File: src/hdl/shbe_pkg.sv
package shbe_pkg;

  localparam int QUEUE_DEPTH = 4;
  localparam int QPTR_W = $clog2(QUEUE_DEPTH);
  localparam int QCNT_W = QPTR_W + 1;

  typedef logic signed [15:0] comp_t;
  typedef logic signed [31:0] prod_t;
  typedef logic signed [35:0] quad_t;
  typedef logic signed [16:0] lin_t;
  typedef logic signed [26:0] coef_t;

  // one direction with its quadratic forms, ready for the back end
  typedef struct packed {
    comp_t x;
    comp_t y;
    comp_t z;
    quad_t xy;
    quad_t yz;
    quad_t zx;
    quad_t q6;
    quad_t q8;
    quad_t q9;
    quad_t q11;
    quad_t q12;
    quad_t q15;
    logic [4:0] words;
  } dir_entry_t;

  typedef struct packed {
    logic       valid;
    dir_entry_t entry;
  } qin_t;

  typedef struct packed {
    logic full;
    logic empty;
  } qstat_t;

  localparam logic [2:0] MAX_BANDS = 3'd4;

  function automatic logic [4:0] band_words(input logic [2:0] bands);
    logic [4:0] n;
    case (bands)
      3'd0: n = 5'd0;
      3'd1: n = 5'd1;
      3'd2: n = 5'd4;
      3'd3: n = 5'd9;
      default: n = 5'd16;
    endcase
    return n;
  endfunction

  function automatic quad_t ext_q(input prod_t v);
    return {{4{v[31]}}, v};
  endfunction

  // Q.24 constants with the 0.5 / 0.25 factor and sign folded in
  function automatic coef_t basis_const(input logic [3:0] k);
    coef_t c;
    case (k)
      4'd0:  c = 27'sd4732765;
      4'd1:  c = -27'sd8197390;
      4'd2:  c = 27'sd8197390;
      4'd3:  c = -27'sd8197390;
      4'd4:  c = 27'sd18329921;
      4'd5:  c = -27'sd18329921;
      4'd6:  c = 27'sd5291392;
      4'd7:  c = -27'sd18329921;
      4'd8:  c = 27'sd9164961;
      4'd9:  c = -27'sd9899289;
      4'd10: c = 27'sd48496413;
      4'd11: c = -27'sd7667956;
      4'd12: c = 27'sd6260860;
      4'd13: c = -27'sd7667956;
      4'd14: c = 27'sd24248206;
      default: c = -27'sd9899289;
    endcase
    return c;
  endfunction

endpackage

File: src/hdl/shbe_queue.sv
module shbe_queue (
  input  logic                 clk,
  input  logic                 rst,
  input  shbe_pkg::qin_t       q_in,
  input  logic                 pop,
  output shbe_pkg::qstat_t     q_stat,
  output shbe_pkg::dir_entry_t head
);
  import shbe_pkg::*;

  dir_entry_t          slots [QUEUE_DEPTH];
  logic [QPTR_W-1:0]   wr_ptr, rd_ptr;
  logic [QCNT_W-1:0]   count;

  assign q_stat.full  = (count == QCNT_W'(QUEUE_DEPTH));
  assign q_stat.empty = (count == '0);
  assign head         = slots[rd_ptr];

  always_ff @(posedge clk) begin
    if (rst) begin
      wr_ptr <= '0;
      rd_ptr <= '0;
      count  <= '0;
    end else begin
      if (q_in.valid) wr_ptr <= wr_ptr + 1'b1;
      if (pop)        rd_ptr <= rd_ptr + 1'b1;
      if (q_in.valid && !pop)      count <= count + 1'b1;
      else if (!q_in.valid && pop) count <= count - 1'b1;
    end
  end

  always_ff @(posedge clk) begin
    if (q_in.valid) slots[wr_ptr] <= q_in.entry;
  end

`ifndef SYNTHESIS
  a_no_push_full: assert property (@(posedge clk) disable iff (rst)
    q_in.valid |-> !q_stat.full) else $error("push into full queue");
  a_no_pop_empty: assert property (@(posedge clk) disable iff (rst)
    pop |-> !q_stat.empty) else $error("pop from empty queue");
  a_count_range: assert property (@(posedge clk) disable iff (rst)
    count <= QCNT_W'(QUEUE_DEPTH)) else $error("queue count out of range");
  a_count_track: assert property (@(posedge clk) disable iff (rst)
    (q_in.valid && !pop) |=> (count == $past(count) + 1'b1))
    else $error("queue count missed a push");
`endif

endmodule

File: config.mk
export PLATFORM = sky130hd
export DESIGN_NAME = shbe_queue
export DESIGN_NICKNAME = d
export VERILOG_FILES = /design/src/hdl/shbe_pkg.sv /design/src/hdl/shbe_queue.sv
export SDC_FILE = /design/constraint.sdc
export NUM_CORES = 1
export LEC_CHECK = 0
export BUFFER_PORTS_ARGS = -buffer_cell sky130_fd_sc_hd__buf_2
export CORE_ASPECT_RATIO = 0.8
export CORE_UTILIZATION = 57
export CTS_BUF_LIST = sky130_fd_sc_hd__clkbuf_16
export DETAILED_ROUTE_END_ITERATION = 10
export PLACE_DENSITY = 0.78
export SLEW_MARGIN = 40
export SYNTH_ARGS = -nofsm -noshare
export SYNTH_HDL_FRONTEND = slang
export SYNTH_SLANG_ARGS = --single-unit
export TNS_END_PERCENT = 10
File: constraint.sdc
create_clock -name clk -period 11 [get_ports clk]
set_input_delay 0.55 -clock clk [delete_from_list [all_inputs] [get_ports clk]]
set_output_delay 0.55 -clock clk [all_outputs]
set_load 0.03 [all_outputs]
## Word-level counts from Yosys, hierarchy flattened

Memory sizes are Yosys's and may differ from the RTL's. A register that Yosys moved wholly into a read port is not among the register bits.
Index checks and enable logic that the tools add are counted.

| cells by class | value |
|---|---|
| add/sub/neg operators | 4 |
| equality and inequality tests | 1 |
| multiplexer cells | 6 |
| reductions and logical operators | 6 |

Operators with widths:

| kind | count |
|---|---|
| 3-bit two-way mux | 2 |
| 2-bit by 1-bit adder with 2-bit output, second input constant | 2 |
| 2-bit two-way mux | 2 |
| 3-bit by 1-bit adder with 3-bit output, second input constant | 1 |
| 3-bit equality test, second input constant | 1 |
| 3-bit logical NOT | 1 |
| 3-bit by 1-bit subtractor with 3-bit output, second input constant | 1 |
| 1-bit logical AND | 2 |
| 1-bit logical NOT | 2 |
| 1-bit two-way mux | 2 |
| 2-bit nonzero test | 1 |

| storage, ports and cells | value |
|---|---|
| flip-flop bits (word level) | 7 |
| memory bits (writable) | 1508 |
| word-level logic and storage cells | 21 |
| memories | 1 |

Memories:

| memory | depth | width | read ports | clocked after memory_dff | wr ports | RTL line | text |
|---|---|---|---|---|---|---|---|
| slots | 4 | 377 | 1 | 1 | 1 | shbe_queue.sv:11 | `dir_entry_t slots [QUEUE_DEPTH];` |

## Depth between registers and ports, before layout

| depth | value |
|---|---|
| depth after elaboration | 4 |
| depth in mapped cells | 7 |
| gate-level depth less buffers | 7 |

## Worst setup path before layout

No wires, ideal clock.

| timing | value |
|---|---|
| path kind | reg-to-reg |
| from | register wr_ptr[0] |
| to | memory slots[0][0] (netlist name), enable pin |
| data arrival time | 9.053 ns |
| path slack | 1.160 ns |
| stages on the path, launching flop included | 4 |
| buffers on the path | 0 |
| cells stage by stage | dfxtp_1 inv_1 ha_1 and2_1 |

RTL lines:

| element | RTL line | text |
|---|---|---|
| start: declaration | shbe_queue.sv:12 | `logic [QPTR_W-1:0] wr_ptr, rd_ptr;` |
| start signal: assignment | shbe_queue.sv:25 | `if (q_in.valid) wr_ptr <= wr_ptr + 1'b1;` |
| end: declaration | shbe_queue.sv:11 |  |

No word-level cell before the write port.

==> results.sh <==
export IMPL_drc_errors=0
export IMPL_clk_latency_ns=0.73
export IMPL_setup_tns_ns=0
export IMPL_critPathKind="reg2out"
export IMPL_coreArea_mm2=0.09516
export IMPL_gp_congestion=0.7894
export IMPL_use_met2_pct=46.63
export IMPL_dieWidth_um=348.8
export IMPL_clock_sinks=1517
export IMPL_rsz0062_at_grt="false"
export IMPL_ff_latch_area_mm2=0.04547
export IMPL_finalCritPeriodShare_pct=38.63
export IMPL_gr_usage_met3_pct=7.085
export IMPL_grt_max_degree=130
export IMPL_post_route_min_period_ns=4.249
export IMPL_crit_arrival_ns=3.70
export IMPL_p_leak_uw=0.02256
export IMPL_layout_nets=3459
export IMPL_area_growth_pct=21.88
export IMPL_tightest_slew_ns=0.9747
export IMPL_hold_path_class="in2reg"
export IMPL_ant_nets=0
export IMPL_grt_usage_pct=26.66
export IMPL_cpMaxStageDelayCell="dfxtp_4"
export IMPL_wl_per_cell_um=29.26
export IMPL_cts_htree_levels=4
export IMPL_syn_nets=2400
export IMPL_synthCells=2013
export IMPL_numCtsBuffers=140
export IMPL_start_util_pct=57.64
export IMPL_clockBufferDepth=3
export IMPL_cp_required_ns=10.45
export IMPL_pre_cts_ws_ns=7.111
export IMPL_start_kind="register"
export IMPL_cts_tree="built"
export IMPL_slew_violations=0
export IMPL_vdd_drop_max_mv=0.1780
export IMPL_drv_cap=0
export IMPL_grt_pass1_wl_um=185100
export IMPL_nFillCells=5365
export IMPL_syn_avg_cell_area_um2=27.25
export IMPL_antenna_found_initial=33
export IMPL_multi_input_area_mm2=0.008731
export IMPL_worst_path_largest_cell_delay_ns=0.67
export IMPL_dr_first_iter_drc_count=2554
export IMPL_drt_pass1_iter_count=6
export IMPL_ys_warn_count=0
export IMPL_io_buffers=759
export IMPL_dieArea_mm2=0.09749
export IMPL_final_setup_worst_slack_ns=6.751
export IMPL_finClkSkew_ns=0.02659
export IMPL_cts_root_buf="clkbuf_16"
export IMPL_dp_hpwl_um=73840
export IMPL_setup_violations=0
export IMPL_totalWireLength_um=131600
export IMPL_cts_resized=0
export IMPL_hold_violations=0
export IMPL_end_kind="output port"
export IMPL_rows=101
export IMPL_vias=26820
export IMPL_grt_overflow=0
export IMPL_crit_chain="buf_12 -> buf_16 -> buf_6 -> mux4_2 -> buf_2"
export IMPL_fmax_mhz=235.3
export IMPL_ys_ff_latch=1517
export IMPL_top_usage_layer="met2"
export IMPL_crit_fanout=76
export IMPL_clk_pin_slew_ns=0.07
export IMPL_die_h_um=279.5
export IMPL_ys_types=20
export IMPL_grt_pass1_vias=28330
export IMPL_via_per_inst=5.963
export IMPL_ys_seq_area_share_pct=82.88
export IMPL_met1_usage_pct=29.84
export IMPL_status="completed"
export IMPL_whs_ns=0.04150
export IMPL_syn_area_mm2=0.05485
export IMPL_layout_drive_gt1_share_pct=42.91
export IMPL_p_per_area_mw_per_mm2=195.7
export IMPL_slew_headroom_pct=35.02
export IMPL_io_pins=760
flip-flops by register name, indices dropped and copies added (netlist names), named ones only:
signal and cells:
wr_ptr 2, count 3, slots 1508, rd_ptr 2
repair_timing:
action	CTS	global route
hold endpoints to repair	709	0
setup buffers	0	0
hold buffers	209	0
synthesized netlist by cell type:
cell type / n / area, um^2
mux2i_1: 2 / 20.02
edfxtp_1: 1508 / 45280
mux4_2: 377 / 8491
xnor2_1: 2 / 17.52
fa_1: 1 / 20.02
nand2_1: 1 / 3.750
buf_2: 39 / 195.2
a21oi_1: 1 / 5.000
o21ai_0: 1 / 5.000
nor2_1: 7 / 26.28
nor3b_1: 1 / 7.510
xor2_1: 3 / 26.28
ha_1: 5 / 62.56
nor3_1: 1 / 5.000
buf_6: 38 / 427.9
and2_1: 4 / 25.02
dfxtp_1: 9 / 180.2
clkbuf_1: 8 / 30.03
inv_1: 4 / 15.01
or3_1: 1 / 6.260
routing by layer:
| layer | part of all wire [%] | vias to the layer above | routed length [um] |
|---|---|---|---|
| li1 | - | 10950 | - |
| met5 | 0.096 | - | 126 |
| met3 | 8.0 | 363 | 10590 |
| met2 | 54 | 1507 | 70570 |
| met4 | 5.7 | 20 | 7486 |
| met1 | 33 | 13980 | 42820 |
final timing paths:
check                                             from  cells past startpoint  slack (ns)                       to
worst max-delay path                          register                      5        6.75                 head[42]
worst min register to register   count[2]$_SDFFE_PP0P_                      2        0.54    count[2]$_SDFFE_PP0P_
worst min-delay path                          q_in[60]                      1        0.04   slots[0][60]$_DFFE_PP_
worst max register to register  wr_ptr[0]$_SDFFE_PP0P_                      5        7.77  slots[0][134]$_DFFE_PP_
worst max-delay path, delay by kind of cell (launching register included):
family	cells	cell delay, ns
mux	1	0.46
buf+inv	4	1.67
flops	1	0.67
logic make-up after synthesis:
| logic type | share of synthesized area [%] |
|---|---|
| compound gates | 0.01823 |
| xor+xnor | 0.07985 |
| fa+ha+maj | 0.1505 |
| buf+inv | 1.218 |
| flops | 82.88 |
| mux | 15.52 |
| simple gates | 0.1346 |
through the flow:
stage	util, %	cells	power, uW	cell area [um^2]
6_report	70.26	4497	13080	66850
5_1_grt	70.24	4490	13420	66840
4_1_cts	70.10	4465	13100	66700
3_5_place_dp	63.26	4005	8417	60190
3_3_place_gp	62.97	3996	8348	59920
2_1_floorplan	-	2013	7970	54850
cells in the final DEF, fill, tap and decap left out, types with 2 or more instances in the layout:
| master | n |
|---|---|
| clkinvlp_4 | 4 |
| and2_4 | 4 |
| dfxtp_1 | 7 |
| inv_1 | 39 |
| nor2_1 | 7 |
| inv_16 | 6 |
| clkbuf_16 | 142 |
| clkinv_1 | 27 |
| xnor2_1 | 2 |
| edfxtp_1 | 1508 |
| clkinv_8 | 3 |
| bufinv_16 | 7 |
| mux4_2 | 377 |
| buf_2 | 759 |
| buf_6 | 11 |
| xor2_1 | 3 |
| buf_12 | 12 |
| ha_1 | 5 |
| inv_6 | 3 |
| diode_2 | 29 |
| clkinv_16 | 3 |
| buf_16 | 10 |
| mux2i_1 | 2 |
| dfxtp_4 | 2 |
| dlygate4sd3_1 | 209 |
| clkinv_2 | 21 |
cell type report:
class                   count  area share [%]
diodes                     29          0.1085
repair buffers           1002           9.779
clock buffers             142           5.315
clock inverters           109           1.291
flip-flops and latches   1517           68.02
well taps                1287           2.409
inverters                   4         0.02246
multi-input cells         407           13.06
power by group:
group          switching, uW  total, uW  internal [uW]
clock network           2140       4680           2550
logic                   1070       1660            589
registers               86.5       6740           6650
(Power assumes the default switching activity.)
