--- src/hdl/shbe_pkg.sv ---
package shbe_pkg;

  localparam int QUEUE_DEPTH = 4;
  localparam int QPTR_W = $clog2(QUEUE_DEPTH);
  localparam int QCNT_W = QPTR_W + 1;

  typedef logic signed [15:0] comp_t;
  typedef logic signed [31:0] prod_t;
  typedef logic signed [35:0] quad_t;
  typedef logic signed [16:0] lin_t;
  typedef logic signed [26:0] coef_t;

  // one direction with its quadratic forms, ready for the back end
  typedef struct packed {
    comp_t x;
    comp_t y;
    comp_t z;
    quad_t xy;
    quad_t yz;
    quad_t zx;
    quad_t q6;
    quad_t q8;
    quad_t q9;
    quad_t q11;
    quad_t q12;
    quad_t q15;
    logic [4:0] words;
  } dir_entry_t;

  typedef struct packed {
    logic       valid;
    dir_entry_t entry;
  } qin_t;

  typedef struct packed {
    logic full;
    logic empty;
  } qstat_t;

  localparam logic [2:0] MAX_BANDS = 3'd4;

  function automatic logic [4:0] band_words(input logic [2:0] bands);
    logic [4:0] n;
    case (bands)
      3'd0: n = 5'd0;
      3'd1: n = 5'd1;
      3'd2: n = 5'd4;
      3'd3: n = 5'd9;
      default: n = 5'd16;
    endcase
    return n;
  endfunction

  function automatic quad_t ext_q(input prod_t v);
    return {{4{v[31]}}, v};
  endfunction

  // Q.24 constants with the 0.5 / 0.25 factor and sign folded in
  function automatic coef_t basis_const(input logic [3:0] k);
    coef_t c;
    case (k)
      4'd0:  c = 27'sd4732765;
      4'd1:  c = -27'sd8197390;
      4'd2:  c = 27'sd8197390;
      4'd3:  c = -27'sd8197390;
      4'd4:  c = 27'sd18329921;
      4'd5:  c = -27'sd18329921;
      4'd6:  c = 27'sd5291392;
      4'd7:  c = -27'sd18329921;
      4'd8:  c = 27'sd9164961;
      4'd9:  c = -27'sd9899289;
      4'd10: c = 27'sd48496413;
      4'd11: c = -27'sd7667956;
      4'd12: c = 27'sd6260860;
      4'd13: c = -27'sd7667956;
      4'd14: c = 27'sd24248206;
      default: c = -27'sd9899289;
    endcase
    return c;
  endfunction

endpackage

--- src/hdl/shbe_front.sv ---
module shbe_front (
  input  logic               clk,
  input  logic               rst,
  input  logic               in_valid,
  output logic               in_stall,
  input  shbe_pkg::comp_t    dir_x,
  input  shbe_pkg::comp_t    dir_y,
  input  shbe_pkg::comp_t    dir_z,
  input  logic [2:0]         band_count,
  input  shbe_pkg::qstat_t   q_stat,
  output shbe_pkg::qin_t     q_in
);
  import shbe_pkg::*;

  logic       f1_valid;
  comp_t      f1_x, f1_y, f1_z;
  logic [4:0] f1_words;

  logic       f2_valid;
  comp_t      f2_x, f2_y, f2_z;
  prod_t      f2_xx, f2_yy, f2_zz, f2_xy, f2_yz, f2_zx;
  logic [4:0] f2_words;

  logic       f2_done, f2_free, f1_free, accept;
  logic [2:0] bands;
  quad_t      sx, sy, sz, sx3, sy3;

  // a direction with no bands is dropped here and never queued
  assign f2_done  = f2_valid && ((f2_words == 5'd0) || !q_stat.full);
  assign f2_free  = !f2_valid || f2_done;
  assign f1_free  = !f1_valid || f2_free;
  assign in_stall = !f1_free;
  assign accept   = in_valid && f1_free;
  assign bands    = (band_count > MAX_BANDS) ? MAX_BANDS : band_count;

  always_ff @(posedge clk) begin
    if (rst) begin
      f1_valid <= 1'b0;
      f2_valid <= 1'b0;
    end else begin
      if (f1_free) f1_valid <= in_valid;
      if (f2_free) f2_valid <= f1_valid;
    end
  end

  always_ff @(posedge clk) begin
    if (accept) begin
      f1_x     <= dir_x;
      f1_y     <= dir_y;
      f1_z     <= dir_z;
      f1_words <= band_words(bands);
    end
    if (f2_free && f1_valid) begin
      f2_x     <= f1_x;
      f2_y     <= f1_y;
      f2_z     <= f1_z;
      f2_xx    <= f1_x * f1_x;
      f2_yy    <= f1_y * f1_y;
      f2_zz    <= f1_z * f1_z;
      f2_xy    <= f1_x * f1_y;
      f2_yz    <= f1_y * f1_z;
      f2_zx    <= f1_z * f1_x;
      f2_words <= f1_words;
    end
  end

  always_comb begin
    sx  = ext_q(f2_xx);
    sy  = ext_q(f2_yy);
    sz  = ext_q(f2_zz);
    sx3 = (sx <<< 1) + sx;
    sy3 = (sy <<< 1) + sy;
    q_in.valid       = f2_valid && (f2_words != 5'd0) && !q_stat.full;
    q_in.entry.x     = f2_x;
    q_in.entry.y     = f2_y;
    q_in.entry.z     = f2_z;
    q_in.entry.xy    = ext_q(f2_xy);
    q_in.entry.yz    = ext_q(f2_yz);
    q_in.entry.zx    = ext_q(f2_zx);
    q_in.entry.q6    = (sz <<< 1) - sx - sy;
    q_in.entry.q8    = sx - sy;
    q_in.entry.q9    = sx3 - sy;
    q_in.entry.q11   = (sz <<< 2) - sx - sy;
    q_in.entry.q12   = (sz <<< 1) - sx3 - sy3;
    q_in.entry.q15   = sx - sy3;
    q_in.entry.words = f2_words;
  end

endmodule

--- config.mk ---
export PLATFORM = sky130hd
export DESIGN_NAME = shbe_front
export DESIGN_NICKNAME = d
export VERILOG_FILES = /design/src/hdl/shbe_pkg.sv /design/src/hdl/shbe_front.sv
export SDC_FILE = /design/constraint.sdc
export NUM_CORES = 2
export LEC_CHECK = 0
export BUFFER_PORTS_ARGS = -buffer_cell sky130_fd_sc_hd__buf_4
export CORE_MARGIN = 5
export CORE_UTILIZATION = 28
export CTS_CLUSTER_DIAMETER = 200
export DETAILED_ROUTE_END_ITERATION = 8
export GPL_ROUTABILITY_DRIVEN = 0
export PLACE_DENSITY = 0.43
export SETUP_SLACK_MARGIN = 0.15
export SYNTH_ARGS = -nofsm -noshare
export SYNTH_HDL_FRONTEND = slang
export SYNTH_SLANG_ARGS = --single-unit
--- constraint.sdc ---
create_clock -name clk -period 13.5 [get_ports clk]
set_clock_uncertainty 0.15 [all_clocks]
set_input_delay 0.675 -clock clk [delete_from_list [all_inputs] [get_ports clk]]
set_output_delay 0.675 -clock clk [all_outputs]
set_load 0.01 [all_outputs]
== After elaboration in Yosys (flattened, before gate mapping) ==
Cells that the tools add are included.

* Register bits: 300
* Input port bits: 56
* Output and inout port bits: 379
* Word-level logic and storage cells: 54

* Add/sub/neg operators: 11
* $mul: 6
* Order comparisons: 1
* Equality and inequality tests: 3
* Multiplexer cells: 2
* Reductions and logical operators: 15

{| class="wikitable"
|+ Operators with widths
! kind !! count
|-
| $mul A16 B16 Y32 || 6
|-
| $sub A34 B32 Y35 || 3
|-
| $add A33 B32 Y34 || 2
|-
| $sub A35 B32 Y36 || 1
|-
| $sub A35 B34 Y36 || 1
|-
| $sub A32 B34 Y35 || 1
|-
| $sub A33 B34 Y35 || 1
|-
| $sub A33 B32 Y34 || 1
|-
| $sub A32 B32 Y33 || 1
|-
| $pmux W5 S4 || 1
|-
| $eq A3 B2 Y1 const B || 2
|-
| $logic_and A1 B1 Y1 || 5
|-
| $logic_not A5 Y1 || 1
|-
| $reduce_bool A5 Y1 || 1
|-
| $logic_not A1 Y1 || 4
|-
| $eq A3 B1 Y1 const B || 1
|-
| $gt A3 B3 Y1 const B || 1
|-
| $logic_not A3 Y1 || 1
|-
| $logic_or A1 B1 Y1 || 3
|-
| $mux W3 || 1
|}

== Depth between registers and ports, before layout ==
* Word-level depth: 6
* Depth in mapped cells: 27
* Gate-level depth less buffers: 24

== Worst setup path after synthesis ==
OpenSTA, ideal clock, no wires.

* Kind: register to register
* Start: register f2_words[2]
* End: register f2_words[0] (enable)
* Library setup time: 869 ps
* Arrival time: 11421 ps
* Required time: 12481 ps
* Slack: 1060 ps
* Cell stages (with the launch flop): 4
* Path buffers: 0
* Clock period less this slack: 12440 ps
* Cells stage by stage: edfxtp_1 > o41ai_1 > nor2_1 > nor2b_1

* Word-level cells in the longest chain between the ends: 5

{| class="wikitable"
|+ Ends and longest elaborated chain
! item !! RTL line !! text
|-
| start, declared || shbe_front.sv:22 || <nowiki>logic [4:0] f2_words;</nowiki>
|-
| start signal, assigned || shbe_front.sv:63 || <nowiki>f2_words <= f1_words;</nowiki>
|-
| $logic_not A5 Y1 || shbe_front.sv:29 || <nowiki>assign f2_done = f2_valid && ((f2_words == 5'd0) || !q_stat.full);</nowiki>
|-
| $logic_or A1 B1 Y1 || shbe_front.sv:29 ||
|-
| $logic_and A1 B1 Y1 || shbe_front.sv:29 ||
|-
| $logic_or A1 B1 Y1 || shbe_front.sv:30 || <nowiki>assign f2_free = !f2_valid || f2_done;</nowiki>
|-
| $logic_and A1 B1 Y1 || shbe_front.sv:53 || <nowiki>if (f2_free && f1_valid) begin</nowiki>
|}

No other way between the ends.
A chain may end at the register's enable or synchronous reset.

== Final worst setup path ==
* Start: register f1_x[15]
* End: register f2_xy[31], data pin

* Word-level cells in the longest chain between the ends: 1

{| class="wikitable"
|+ Ends and longest elaborated chain
! item !! RTL line !! text
|-
| start, declared || shbe_front.sv:16 || <nowiki>comp_t f1_x, f1_y, f1_z;</nowiki>
|-
| start signal, assigned || shbe_front.sv:48 || <nowiki>f1_x <= dir_x;</nowiki>
|-
| $mul A16 B16 Y32 || shbe_front.sv:60 || <nowiki>f2_xy <= f1_x * f1_y;</nowiki>
|-
| end signal, assigned || shbe_front.sv:60 ||
|-
| end, declared || shbe_front.sv:21 || <nowiki>prod_t f2_xx, f2_yy, f2_zz, f2_xy, f2_yz, f2_zx;</nowiki>
|}

No other way between the ends.

==> results.ini <==
[run_status]
status = complete, no violations

[clock_network]
clk_latency_ps = 680
cts.clk_slew.worst_paths_ps = 60
cts_tree = built
cts.path.max_buffers = 3
htreeDepth = 2
cts_made_buffers = 41
cts-root-buf = clkbuf_16
clkSinkCount = 292

[critical_path]
slowest_stage = fa_1
path_buf_inv = 6
required_ps = 13730
cp.arrival_ps = 8150
cp-start-kind = flop
worstPathMaxFanout = 34
ff2ff_setup_slack_ps = 5580
cp_top_family = adder cells
cp_common_cell = fa_1
path_class = reg2reg
crit_chain = buf_4 > inv_1 > buf_4 > nor2_1 > fa_1 > fa_1 > fa_1 > fa_1 > fa_1 > inv_1 > fa_1 > inv_1 > ha_1 > o21ai_0 > nand2b_1 > a21oi_1 > a2111oi_0 > buf_4 > nor3_1 > o31ai_1 > a21oi_1 > xnor2_1
endpoint_kind = flop
slowest_delay_ps = 730

[route]
routed_wl_mm = 248.9
drc_errors = 0
drtAntennaViolNets = 0
dr_total_vias = 58490
avgViaCountPerCell = 4.621
avgRoutedWirePerCell_microns = 19.67
detail_route.first_pass.iterations = 5
drtIter0Drc = 2869

[yosys]
synth_edf_count = 290
synth_warnings = 0
ys_seq_elements = 292
netlist_area_sq_um = 80310
syn_area_per_cell_sq_um = 9.379
yosysSeqAreaShare_pct = 10.89
synth_most_common_cell = inv_1
yosysUniqueCellTypes = 112
netlist_instances = 8563
synthTopCellsByCount = inv_1, fa_1, ha_1
synth_area_leader_cell = fa_1
synthFlopType = edfxtp_1
ys_top_cells_by_area = fa_1, ha_1, edfxtp_1
async_flop_share_pct = 0
synth.top_cell.area_share_pct = 39.33

[die]
rows = 196
start_util_pct = 28.14
chipWidth_microns = 545.6
fp.dieH_microns = 545.6
core_area_sq_um = 285500
ios = 435
die-area_sq_um = 297600

[global_route]
antenna_found_initial = 18
grt_pass1_wl_mm = 388.3
grt_max_degree = 121
grt_pass1_vias = 64210
grt_overflow = 0
track_usage_pct = 16.75

[timing]
setup_viol = 0
maxSlewViolCount = 0
hold_violations = 0
setup_total_negative_slack_ps = 0
fin_ws_ps = 5584
fmax_ghz = 0.1263
rsz0062_at_grt = false
period_needed_ps = 7916
period_share_pct = 58.64
relSlewSlack_pct = 31.68
worst_slew_pin_slew_ps = 1025

[layout]
n_fill_cell = 30020
nNetsFinal = 11310
syn2layout_area_growth_pct = 11.34
drive_gt1_share_pct = 7.704
utilization_pct = 31.33

[job]
drv_cap = 0

[place]
io_buffers = 432
dp_hpwl_mm = 199.7
dp_slack_ps = 5586

[worst_hold_path]
hold_class = in2reg

[sequential cells by signal, indices dropped and copies added, names as in the netlist]
signal	cells
f2_x	16
f2_xx	30
f1_words	4
f2_words	4
f2_zx	32
f1_z	16
f1_y	16
f2_xy	32
f2_zz	30
f2_valid	1
f2_y	16
f2_yz	32
f1_valid	1
f1_x	16
f2_z	16
f2_yy	30
[cell families (layout without fill, tap and decap cells)]
kind of cell,count (synthesis),in the layout,synth area share (%)
AO/OA/AOI/OAI,1081,1081,9.104
XOR/XNOR,462,462,5.038
adder cells (fa/ha/maj),2389,2389,51.97
buffers and inverters,2311,2637,10.95
flip-flops,292,292,10.89
multiplexers,8,8,0.1013
other,1,6,0.004669
AND/OR/NAND/NOR,2019,2019,11.94
[per-stage QoR]
| step | instance area, sq um | hold slack, ps | instances |
|---|---|---|---|
| after detailed placement | 87710 | 254.5 | 12550 |
| after global placement | 87710 | 254.4 | 12550 |
| after floorplan | 80320 | 250.3 | 8565 |
| final | 89420 | 70.40 | 12660 |
| after CTS | 89420 | 0.7804 | 12650 |
| after global routing | 89420 | 19.83 | 12650 |
[worst reg2reg max path, cell delays in order (launching register included)]
cell and delay (ps):
edfxtp_1 360, buf_4 280, inv_1 630, buf_4 450
nor2_1 110, fa_1 730, fa_1 520, fa_1 510
fa_1 510, fa_1 490, inv_1 40, fa_1 490
inv_1 60, ha_1 380, o21ai_0 120, nand2b_1 110
a21oi_1 120, a2111oi_0 640, buf_4 250, nor3_1 90
o31ai_1 320, a21oi_1 130, xnor2_1 140
[final timing paths]
| kind | startpoint | depth (start not counted) | endpoint |
|---|---|---|---|
| worst max register to register | f1_x[15] | 22 | f2_xy[31] |
| worst min-delay path | dir_z[15] | 1 | f1_z[15] |
| worst min register to register | f1_words[3] | 0 | f2_words[3] |
| worst max-delay path | f1_x[15] | 22 | f2_xy[31] |
[per-layer routing]
metal | global-route usage, % | wire [microns] | up-vias
met5 | 0 | 0 | -
met4 | 3.422 | 5170 | 0
met3 | 2.026 | 10820 | 216
met2 | 28.65 | 119400 | 1196
met1 | 22.79 | 113500 | 30020
li1 | - | - | 27060
[cell usage in the layout (no fill, tap or decap), types with 9 or more instances in the layout]
master	instances
nand2_1	743
edfxtp_1	290
nand3_1	63
o211ai_1	18
nand2b_1	56
fa_1	1578
nor2_1	446
ha_1	811
a2111o_1	10
inv_1	1999
buf_4	519
nor2b_1	51
a221o_1	10
a211oi_1	40
o21bai_1	72
a31oi_1	31
or2_2	24
o31a_1	11
clkbuf_16	42
and2_1	401
xor2_1	121
a211o_1	13
or3_1	23
o31ai_1	16
nor3_1	81
clkinv_1	10
o21ai_0	152
o21a_1	58
and3_1	40
nand4_1	24
a21boi_0	12
dlygate4sd3_1	32
a31o_2	19
o21ai_1	9
a21oi_1	329
xnor2_1	341
nor4_1	10
a21o_1	150
[final cells by class]
type,instances,area [sq um],share of cell area (%)
flip-flops and latches,292,8748,9.783
repair buffers,552,4237,4.738
diodes,3,7.507,0.008395
well taps,3762,4707,5.264
inverters,2011,7548,8.441
clock inverters,21,249.0,0.2784
multi-input cells,5962,62790,70.22
clock buffers,53,1132,1.266
[timing repair]
item | in CTS | in global routing
hold buffers | 32 | 0
hold endpoints to repair | 33 | 0
resized for setup | 0 | 0
buffers inserted | 0 | 0
Power is left out: the tool's default activity adds up to more than one toggle a clock period on the data nets, which glitch-free logic cannot reach.
