==> src/hdl/shbe_pkg.sv <==
package shbe_pkg;

  localparam int QUEUE_DEPTH = 4;
  localparam int QPTR_W = $clog2(QUEUE_DEPTH);
  localparam int QCNT_W = QPTR_W + 1;

  typedef logic signed [15:0] comp_t;
  typedef logic signed [31:0] prod_t;
  typedef logic signed [35:0] quad_t;
  typedef logic signed [16:0] lin_t;
  typedef logic signed [26:0] coef_t;

  // one direction with its quadratic forms, ready for the back end
  typedef struct packed {
    comp_t x;
    comp_t y;
    comp_t z;
    quad_t xy;
    quad_t yz;
    quad_t zx;
    quad_t q6;
    quad_t q8;
    quad_t q9;
    quad_t q11;
    quad_t q12;
    quad_t q15;
    logic [4:0] words;
  } dir_entry_t;

  typedef struct packed {
    logic       valid;
    dir_entry_t entry;
  } qin_t;

  typedef struct packed {
    logic full;
    logic empty;
  } qstat_t;

  localparam logic [2:0] MAX_BANDS = 3'd4;

  function automatic logic [4:0] band_words(input logic [2:0] bands);
    logic [4:0] n;
    case (bands)
      3'd0: n = 5'd0;
      3'd1: n = 5'd1;
      3'd2: n = 5'd4;
      3'd3: n = 5'd9;
      default: n = 5'd16;
    endcase
    return n;
  endfunction

  function automatic quad_t ext_q(input prod_t v);
    return {{4{v[31]}}, v};
  endfunction

  // Q.24 constants with the 0.5 / 0.25 factor and sign folded in
  function automatic coef_t basis_const(input logic [3:0] k);
    coef_t c;
    case (k)
      4'd0:  c = 27'sd4732765;
      4'd1:  c = -27'sd8197390;
      4'd2:  c = 27'sd8197390;
      4'd3:  c = -27'sd8197390;
      4'd4:  c = 27'sd18329921;
      4'd5:  c = -27'sd18329921;
      4'd6:  c = 27'sd5291392;
      4'd7:  c = -27'sd18329921;
      4'd8:  c = 27'sd9164961;
      4'd9:  c = -27'sd9899289;
      4'd10: c = 27'sd48496413;
      4'd11: c = -27'sd7667956;
      4'd12: c = 27'sd6260860;
      4'd13: c = -27'sd7667956;
      4'd14: c = 27'sd24248206;
      default: c = -27'sd9899289;
    endcase
    return c;
  endfunction

endpackage

==> src/hdl/shbe_back.sv <==
module shbe_back (
  input  logic                 clk,
  input  logic                 rst,
  input  shbe_pkg::dir_entry_t head,
  input  shbe_pkg::qstat_t     q_stat,
  output logic                 pop,
  output logic                 out_valid,
  input  logic                 out_stall,
  output logic [3:0]           coeff_index,
  output shbe_pkg::comp_t      basis_value,
  output logic                 last_coeff
);
  import shbe_pkg::*;

  localparam lin_t  LIN_ONE  = 17'sd32768;
  localparam quad_t QUAD_ONE = 36'sd1073741824;

  logic [3:0] k;
  logic       en, issue, last;
  lin_t       sel_v;
  quad_t      sel_w;
  logic signed [52:0] full_prod;

  logic               b1_valid, b1_last;
  logic [3:0]         b1_k;
  logic signed [48:0] b1_prod;

  logic               b2_valid, b2_last;
  logic [3:0]         b2_k;
  logic signed [34:0] b2_p30;
  coef_t              b2_c;
  logic signed [49:0] p30_sum;

  logic               b3_valid, b3_last;
  logic [3:0]         b3_k;
  logic signed [61:0] b3_m;
  logic signed [62:0] r_sum;
  logic signed [23:0] r_full;
  comp_t              r_sat;

  assign en    = !out_valid || !out_stall;
  assign issue = en && !q_stat.empty;
  assign last  = ({1'b0, k} == (head.words - 5'd1));
  assign pop   = issue && last;

  // every term is brought to Q45 as lin * quad so one rounding path serves all
  always_comb begin
    case (k)
      4'd0:  begin sel_v = LIN_ONE;          sel_w = QUAD_ONE;  end
      4'd1:  begin sel_v = {head.y[15], head.y}; sel_w = QUAD_ONE; end
      4'd2:  begin sel_v = {head.z[15], head.z}; sel_w = QUAD_ONE; end
      4'd3:  begin sel_v = {head.x[15], head.x}; sel_w = QUAD_ONE; end
      4'd4:  begin sel_v = LIN_ONE;          sel_w = head.xy;   end
      4'd5:  begin sel_v = LIN_ONE;          sel_w = head.yz;   end
      4'd6:  begin sel_v = LIN_ONE;          sel_w = head.q6;   end
      4'd7:  begin sel_v = LIN_ONE;          sel_w = head.zx;   end
      4'd8:  begin sel_v = LIN_ONE;          sel_w = head.q8;   end
      4'd9:  begin sel_v = {head.y[15], head.y}; sel_w = head.q9;  end
      4'd10: begin sel_v = {head.z[15], head.z}; sel_w = head.xy;  end
      4'd11: begin sel_v = {head.y[15], head.y}; sel_w = head.q11; end
      4'd12: begin sel_v = {head.z[15], head.z}; sel_w = head.q12; end
      4'd13: begin sel_v = {head.x[15], head.x}; sel_w = head.q11; end
      4'd14: begin sel_v = {head.z[15], head.z}; sel_w = head.q8;  end
      default: begin sel_v = {head.x[15], head.x}; sel_w = head.q15; end
    endcase
  end

  assign full_prod = sel_v * sel_w;
  // round Q45 to Q30, half up
  assign p30_sum   = {b1_prod[48], b1_prod} + 50'sd16384;
  // round Q54 to Q15, half up, then saturate
  assign r_sum     = {b3_m[61], b3_m} + 63'sd274877906944;
  assign r_full    = r_sum[62:39];

  always_comb begin
    if (r_full > 24'sd32767)       r_sat = 16'sh7fff;
    else if (r_full < -24'sd32768) r_sat = 16'sh8000;
    else                           r_sat = r_full[15:0];
  end

  always_ff @(posedge clk) begin
    if (rst) begin
      k         <= '0;
      b1_valid  <= 1'b0;
      b2_valid  <= 1'b0;
      b3_valid  <= 1'b0;
      out_valid <= 1'b0;
    end else if (en) begin
      b1_valid  <= issue;
      b2_valid  <= b1_valid;
      b3_valid  <= b2_valid;
      out_valid <= b3_valid;
      if (issue) k <= last ? 4'd0 : k + 4'd1;
    end
  end

  always_ff @(posedge clk) begin
    if (en) begin
      b1_k        <= k;
      b1_last     <= last;
      b1_prod     <= full_prod[48:0];
      b2_k        <= b1_k;
      b2_last     <= b1_last;
      b2_p30      <= p30_sum[49:15];
      b2_c        <= basis_const(b1_k);
      b3_k        <= b2_k;
      b3_last     <= b2_last;
      b3_m        <= b2_c * b2_p30;
      coeff_index <= b3_k;
      last_coeff  <= b3_last;
      basis_value <= r_sat;
    end
  end

`ifndef SYNTHESIS
  a_pop_on_last: assert property (@(posedge clk) disable iff (rst)
    pop |=> (k == 4'd0)) else $error("index not restarted after last word");
  a_last_index: assert property (@(posedge clk) disable iff (rst)
    (issue && !last) |=> (k == $past(k) + 4'd1)) else $error("index skipped");
  a_hold_on_stall: assert property (@(posedge clk) disable iff (rst)
    !en |=> ($stable(b3_m) && $stable(b1_prod))) else $error("pipe moved on stall");
`endif

endmodule

==> config.mk <==
export PLATFORM = sky130hd
export DESIGN_NAME = shbe_back
export DESIGN_NICKNAME = d
export VERILOG_FILES = /design/src/hdl/shbe_pkg.sv /design/src/hdl/shbe_back.sv
export SDC_FILE = /design/constraint.sdc
export NUM_CORES = 2
export LEC_CHECK = 0
export ABC_AREA = 0
export BUFFER_PORTS_ARGS = -buffer_cell sky130_fd_sc_hd__buf_2
export CAP_MARGIN = 20
export CORE_MARGIN = 2
export CORE_UTILIZATION = 65
export CTS_BUF_LIST = sky130_fd_sc_hd__clkbuf_8 sky130_fd_sc_hd__clkbuf_16
export CTS_CLUSTER_DIAMETER = 30
export DETAILED_ROUTE_END_ITERATION = 12
export GPL_TIMING_DRIVEN = 0
export PLACE_DENSITY_LB_ADDON = 0.08
export SLEW_MARGIN = 20
export SYNTH_ARGS = -nofsm -noshare
export SYNTH_HDL_FRONTEND = slang
export SYNTH_SLANG_ARGS = --single-unit
==> constraint.sdc <==
create_clock -name clk -period 16.05 [get_ports clk]
set_input_delay 3.21 -clock clk [delete_from_list [all_inputs] [get_ports clk]]
set_output_delay 3.21 -clock clk [all_outputs]
set_load 0.02 [all_outputs]
# [Word level (Yosys, flattened, before mapping)]
# Memories as Yosys holds them, arrays and structs flattened. A register that Yosys moved wholly into a read port is not among the register bits.
# Index checks and enable logic that the tools add are counted.
[totals] reg_bits=190 out_inout_bits=23 inputBits=382 mem_count=1 romBits=432
[mem_list] memory="(name not given)" words=16 width=27 rd=1 rd_clocked_by_memory_dff=1 wr=0 line_no="shbe_pkg.sv:61" text="case (k)"
[op_classes] magnitude_cmp=2 mul=2 eq_ne=15 reduce_logical=15 add_sub_neg=4 mux=4
[op_table] cell="one-hot mux 36 bit (9 select lines)" count=1
[op_table] cell="adder 62 x 40 -> 63 bit, second input constant" count=1
[op_table] cell="multiplier 27 x 35 -> 62 bit" count=1
[op_table] cell="one-hot mux 17 bit (3 select lines)" count=1
[op_table] cell="adder 49 x 16 -> 50 bit, second input constant" count=1
[op_table] cell="multiplier 17 x 36 -> 49 bit" count=1
[op_table] cell="== test 4 bit, second input constant" count=7
[op_table] cell="greater-than comparator 24 x 16 -> 1 bit, second input constant" count=1
[op_table] cell="< comparator 24 x 16 -> 1 bit, second input constant" count=1
[op_table] cell="== test 4 x 3 -> 1 bit, second input constant" count=4
[op_table] cell="2-to-1 mux 16 bit" count=1
[op_table] cell="== test 4 x 2 -> 1 bit, second input constant" count=2
[op_table] cell="OR reduction 4 bit" count=2
[op_table] cell="OR reduction 2 bit" count=3
[op_table] cell="OR reduction 6 bit" count=1
[op_table] cell="== test 4 x 5 -> 1 bit" count=1
[op_table] cell="subtractor 5 x 1 -> 5 bit, second input constant" count=1
[op_table] cell="adder 4 x 1 -> 4 bit, second input constant" count=1
[op_table] cell="== test 4 x 1 -> 1 bit, second input constant" count=1
[op_table] cell="zero test 4 bit" count=1
[op_table] cell="2-to-1 mux 4 bit" count=1
[op_table] cell="zero test 1 bit" count=3
[op_table] cell="OR reduction 3 bit" count=1
[op_table] cell="logical AND 1 bit" count=2
[op_table] cell="other kinds (2)" count=2

# [Logic depth before layout (Yosys ltp)]
[logic_depth] depth_word=4 ltp_mapped=34

# [Worst setup path after synthesis]
# OpenSTA, ideal clock, no wires.
[synth_path] path_kind="input -> register" start="input port head[293] (netlist bit)" end="register b1_prod[45] (data pin)" arrival_ns=9.626 setup_ns=0.268 path_slack_ns=6.156 cell_stages=27 required_ns=15.782 cell_sequence="a22o_1 > a32o_1 > nor4b_1 > or2_2 > clkbuf_1 > clkbuf_1 > nor2_1 > fa_1 > fa_1 > inv_1 > fa_1 > inv_1 > fa_1 > fa_1 > inv_1 > fa_1 > inv_1 > ha_1 > nand2_1 > nor3_1 > o21ai_0 > or4_4 > a211o_1 > a2111oi_2 > nor2_1 > o311ai_2 > xor2_1"
[synth_via] elab_chain_cells=2
[synth_lines] element="from (decl)" line_no="shbe_back.sv:4" text="input shbe_pkg::dir_entry_t head,"
[synth_lines] element="one-hot mux 36 bit (9 select lines)" line_no="shbe_back.sv:48" text="case (k)"
[synth_lines] element="multiplier 17 x 36 -> 49 bit" line_no="shbe_back.sv:68" text="assign full_prod = sel_v * sel_w;"
[synth_lines] element="via full_prod[45]" line_no="shbe_back.sv:22" text="logic signed [52:0] full_prod;"
[synth_lines] element="to (signal assigned)" line_no="shbe_back.sv:101" text="b1_prod <= full_prod[48:0];"
[synth_lines] element="to (decl)" line_no="shbe_back.sv:26" text="logic signed [48:0] b1_prod;"
# The timed path passes the listed nets, and every way through them passes these cells.
# A chain may end at the register's enable or synchronous reset.

# [Final worst setup path]
[layout_path] start="input port head[363] (netlist bit)" end="register b1_prod[43] (data pin)"
[layout_via] elab_chain_cells=2
[layout_lines] element="one-hot mux 17 bit (3 select lines)" line_no="shbe_back.sv:48"
[layout_lines] element="multiplier 17 x 36 -> 49 bit" line_no="shbe_back.sv:68"
[layout_lines] element="via full_prod[43]" line_no="shbe_back.sv:22"
# The timed path passes the listed nets, and every way through them passes these cells.

==> impl_metrics.ini <==
[die]
fp.coreArea_mm2 = 0.0903
initial_core_util_pct = 65.7
dieArea_mm2 = 0.0937
chipHeight_um = 306
dieWidth_um = 306
rows = 110
ios = 405

[clock_network]
clkSlewWorstSetupHoldPaths_ps = 80
clk-insertion-delay-late_ps = 500
post_cts_resized = 0
cts_root_buffer = clkbuf_16
cts_hold_buffers = 0
numCtsBuffers = 17
htreeDepth = 4
cts_sinks = 164
cts_max_path_buffers = 2
cts_tree = built
cts_setup_buffers = 0

[cells_and_area]
syn_to_final_growth_pct = 7.19
fin_util_pct = 70.4
finalNetCount = 9116
drive_above_1_share_pct = 6.89
design_area_mm2 = 0.0636
fillers = 7123

[synth]
synth_edf_count = 156
async_flop_share_pct = 0
ys.warnings.count = 0
seq_area_frac_synth_pct = 8.16
synthTopCellsByCount = inv_1, fa_1, nand2_1
yosysTopAreaCellShare_pct = 50.8
ys_types = 70
syn_inst = 6500
syn_nets = 8688
yosys.area.top_type = fa_1
synthTopCellsByArea = fa_1, inv_1, edfxtp_1
yosys_most_used_dff = edfxtp_1
synth_seq_cells = 164
syn_avg_cell_area_um2 = 9.13
synth_area_mm2 = 0.0593
synth_most_common_cell = inv_1

[routing]
wl_um = 209000
first_pass_iters = 10
drc = 0
antenna_left = 0
wl_met1_um = 67800
wl_met3_um = 22900
wl_per_cell_um = 25.7
vias = 49000
viasPerCell = 6.03
met2_length_um = 94400
drtIter0Drc = 5241
top_layer_used = met5

[sta]
whs_ps = 425
rsz0062_at_grt = false
fin_crit_sh_pct = 73.6
finalSetupViolations = 0
worst_pin_slew_ps = 1190
fin_setup_tns_ps = 0
min_period_ps = 11820
fin_worst_skew_ps = 25.9
hold_viol_final = 0
slew_headroom_pct = 19.8
fmax_mhz = 84.6
slew_violations = 0

[global_route]
grt_use_total_pct = 46.0
grt_pass1_wl_um = 314000
antenna_found_initial = 18
grt_pass1_vias = 52300
grt_max_degree = 60
grt-ovfl-total = 0

[placement]
place_congestion = 1.08
portBuffers = 403
dpl_cell_area_mm2 = 0.0630
place_hpwl_um = 178000

[run_status]
status = finished, final reports clean

[worst_setup_path]
required_ps = 16270
crit_fanout = 10
crit_path_end_kind = register
critical_path_class = in2reg
critPathArrivalTime_ps = 12040
cp-start-kind = input pin

[worst_hold_path]
hold_path.class = reg2reg

[job]
drv_cap = 0
==> registers in the layout, summed over array words and instances, names as in the netlist <==
name         flops
b1_prod         35
b2_p30          35
b2_c            26
b3_m            24
basis_value     16
b1_k             4
b2_k             4
b3_k             4
coeff_index      4
k                4
b1_last          1
b1_valid         1
b2_last          1
b2_valid         1
b3_last          1
b3_valid         1
last_coeff       1
out_valid        1
==> cell families after synthesis <==
family | synth area share, %
XOR/XNOR | 2.10
buffers and inverters | 11.9
multiplexers | 0.139
flip-flops | 8.16
AO/OA/AOI/OAI | 6.42
AND/OR/NAND/NOR | 14.1
adder cells (fa/ha/maj) | 57.2
==> cell usage in the layout (no fill, tap or decap), types with 15 or more instances in the layout <==
master	instances
nor2_1	424
xnor2_1	99
inv_1	1535
nor3_1	24
a21oi_1	153
o21ai_1	26
clkbuf_16	17
a21o_1	34
xor2_1	43
nand3_1	42
nand2_1	1057
ha_1	298
a22oi_1	51
clkbuf_1	331
and3_1	24
fa_1	1507
edfxtp_1	156
nand4_1	62
diode_2	15
buf_2	404
and2_1	185
a22o_1	35
o21ai_0	70
nand2b_1	65
a222oi_1	40
o21a_1	41
o21bai_1	17
==> routing by layer <==
metal	global-route usage, %	up-vias
met2	72.5	3450
met5	0	-
li1	-	20200
met4	40.3	8
met1	52.2	24400
met3	11.9	963
==> worst max-delay path, cell delays in order <==
cell,delay (ps)
buf_2,110
a222oi_1,720
clkbuf_1,860
clkbuf_1,490
nor2_1,140
fa_1,580
inv_1,60
fa_1,490
fa_1,550
inv_1,60
fa_1,490
fa_1,490
inv_1,50
fa_1,470
inv_1,40
ha_1,320
nand2_1,130
nor3_1,400
o21ai_0,340
or4_4,560
a211o_1,370
a2111oi_2,480
o21a_1,270
o21ai_0,160
nor3b_1,190
==> layout make-up <==
type	count	area, µm²	area share, %
clock buffers	18	439	0.691
clock inverters	14	129	0.203
flip-flops and latches	164	4840	7.62
diodes	15	37.5	0.0590
repair buffers	409	2110	3.32
well taps	1176	1470	2.31
inverters	1536	5770	9.07
multi-input cells	4456	47500	74.7
plain buffers	344	1290	2.03
==> worst paths after layout <==
check	from	end	slack, ps	cells past startpoint
max	head[363]	b1_prod[43]	4230	25
min	b3_last	last_coeff	420	0
max reg2reg	k[0]	b1_prod[43]	4590	31
min reg2reg	b3_last	last_coeff	420	0
==> stage by stage <==
stage	setup WS, ps	instances
after global placement	3830	8079
final	4230	8132
after global routing	4080	8125
after CTS	4470	8117
after floorplan	6160	6500
after detailed placement	3960	8085
Power is not shown: default switching activity piles up to over one toggle a cycle in this logic, so the estimate is an artifact.
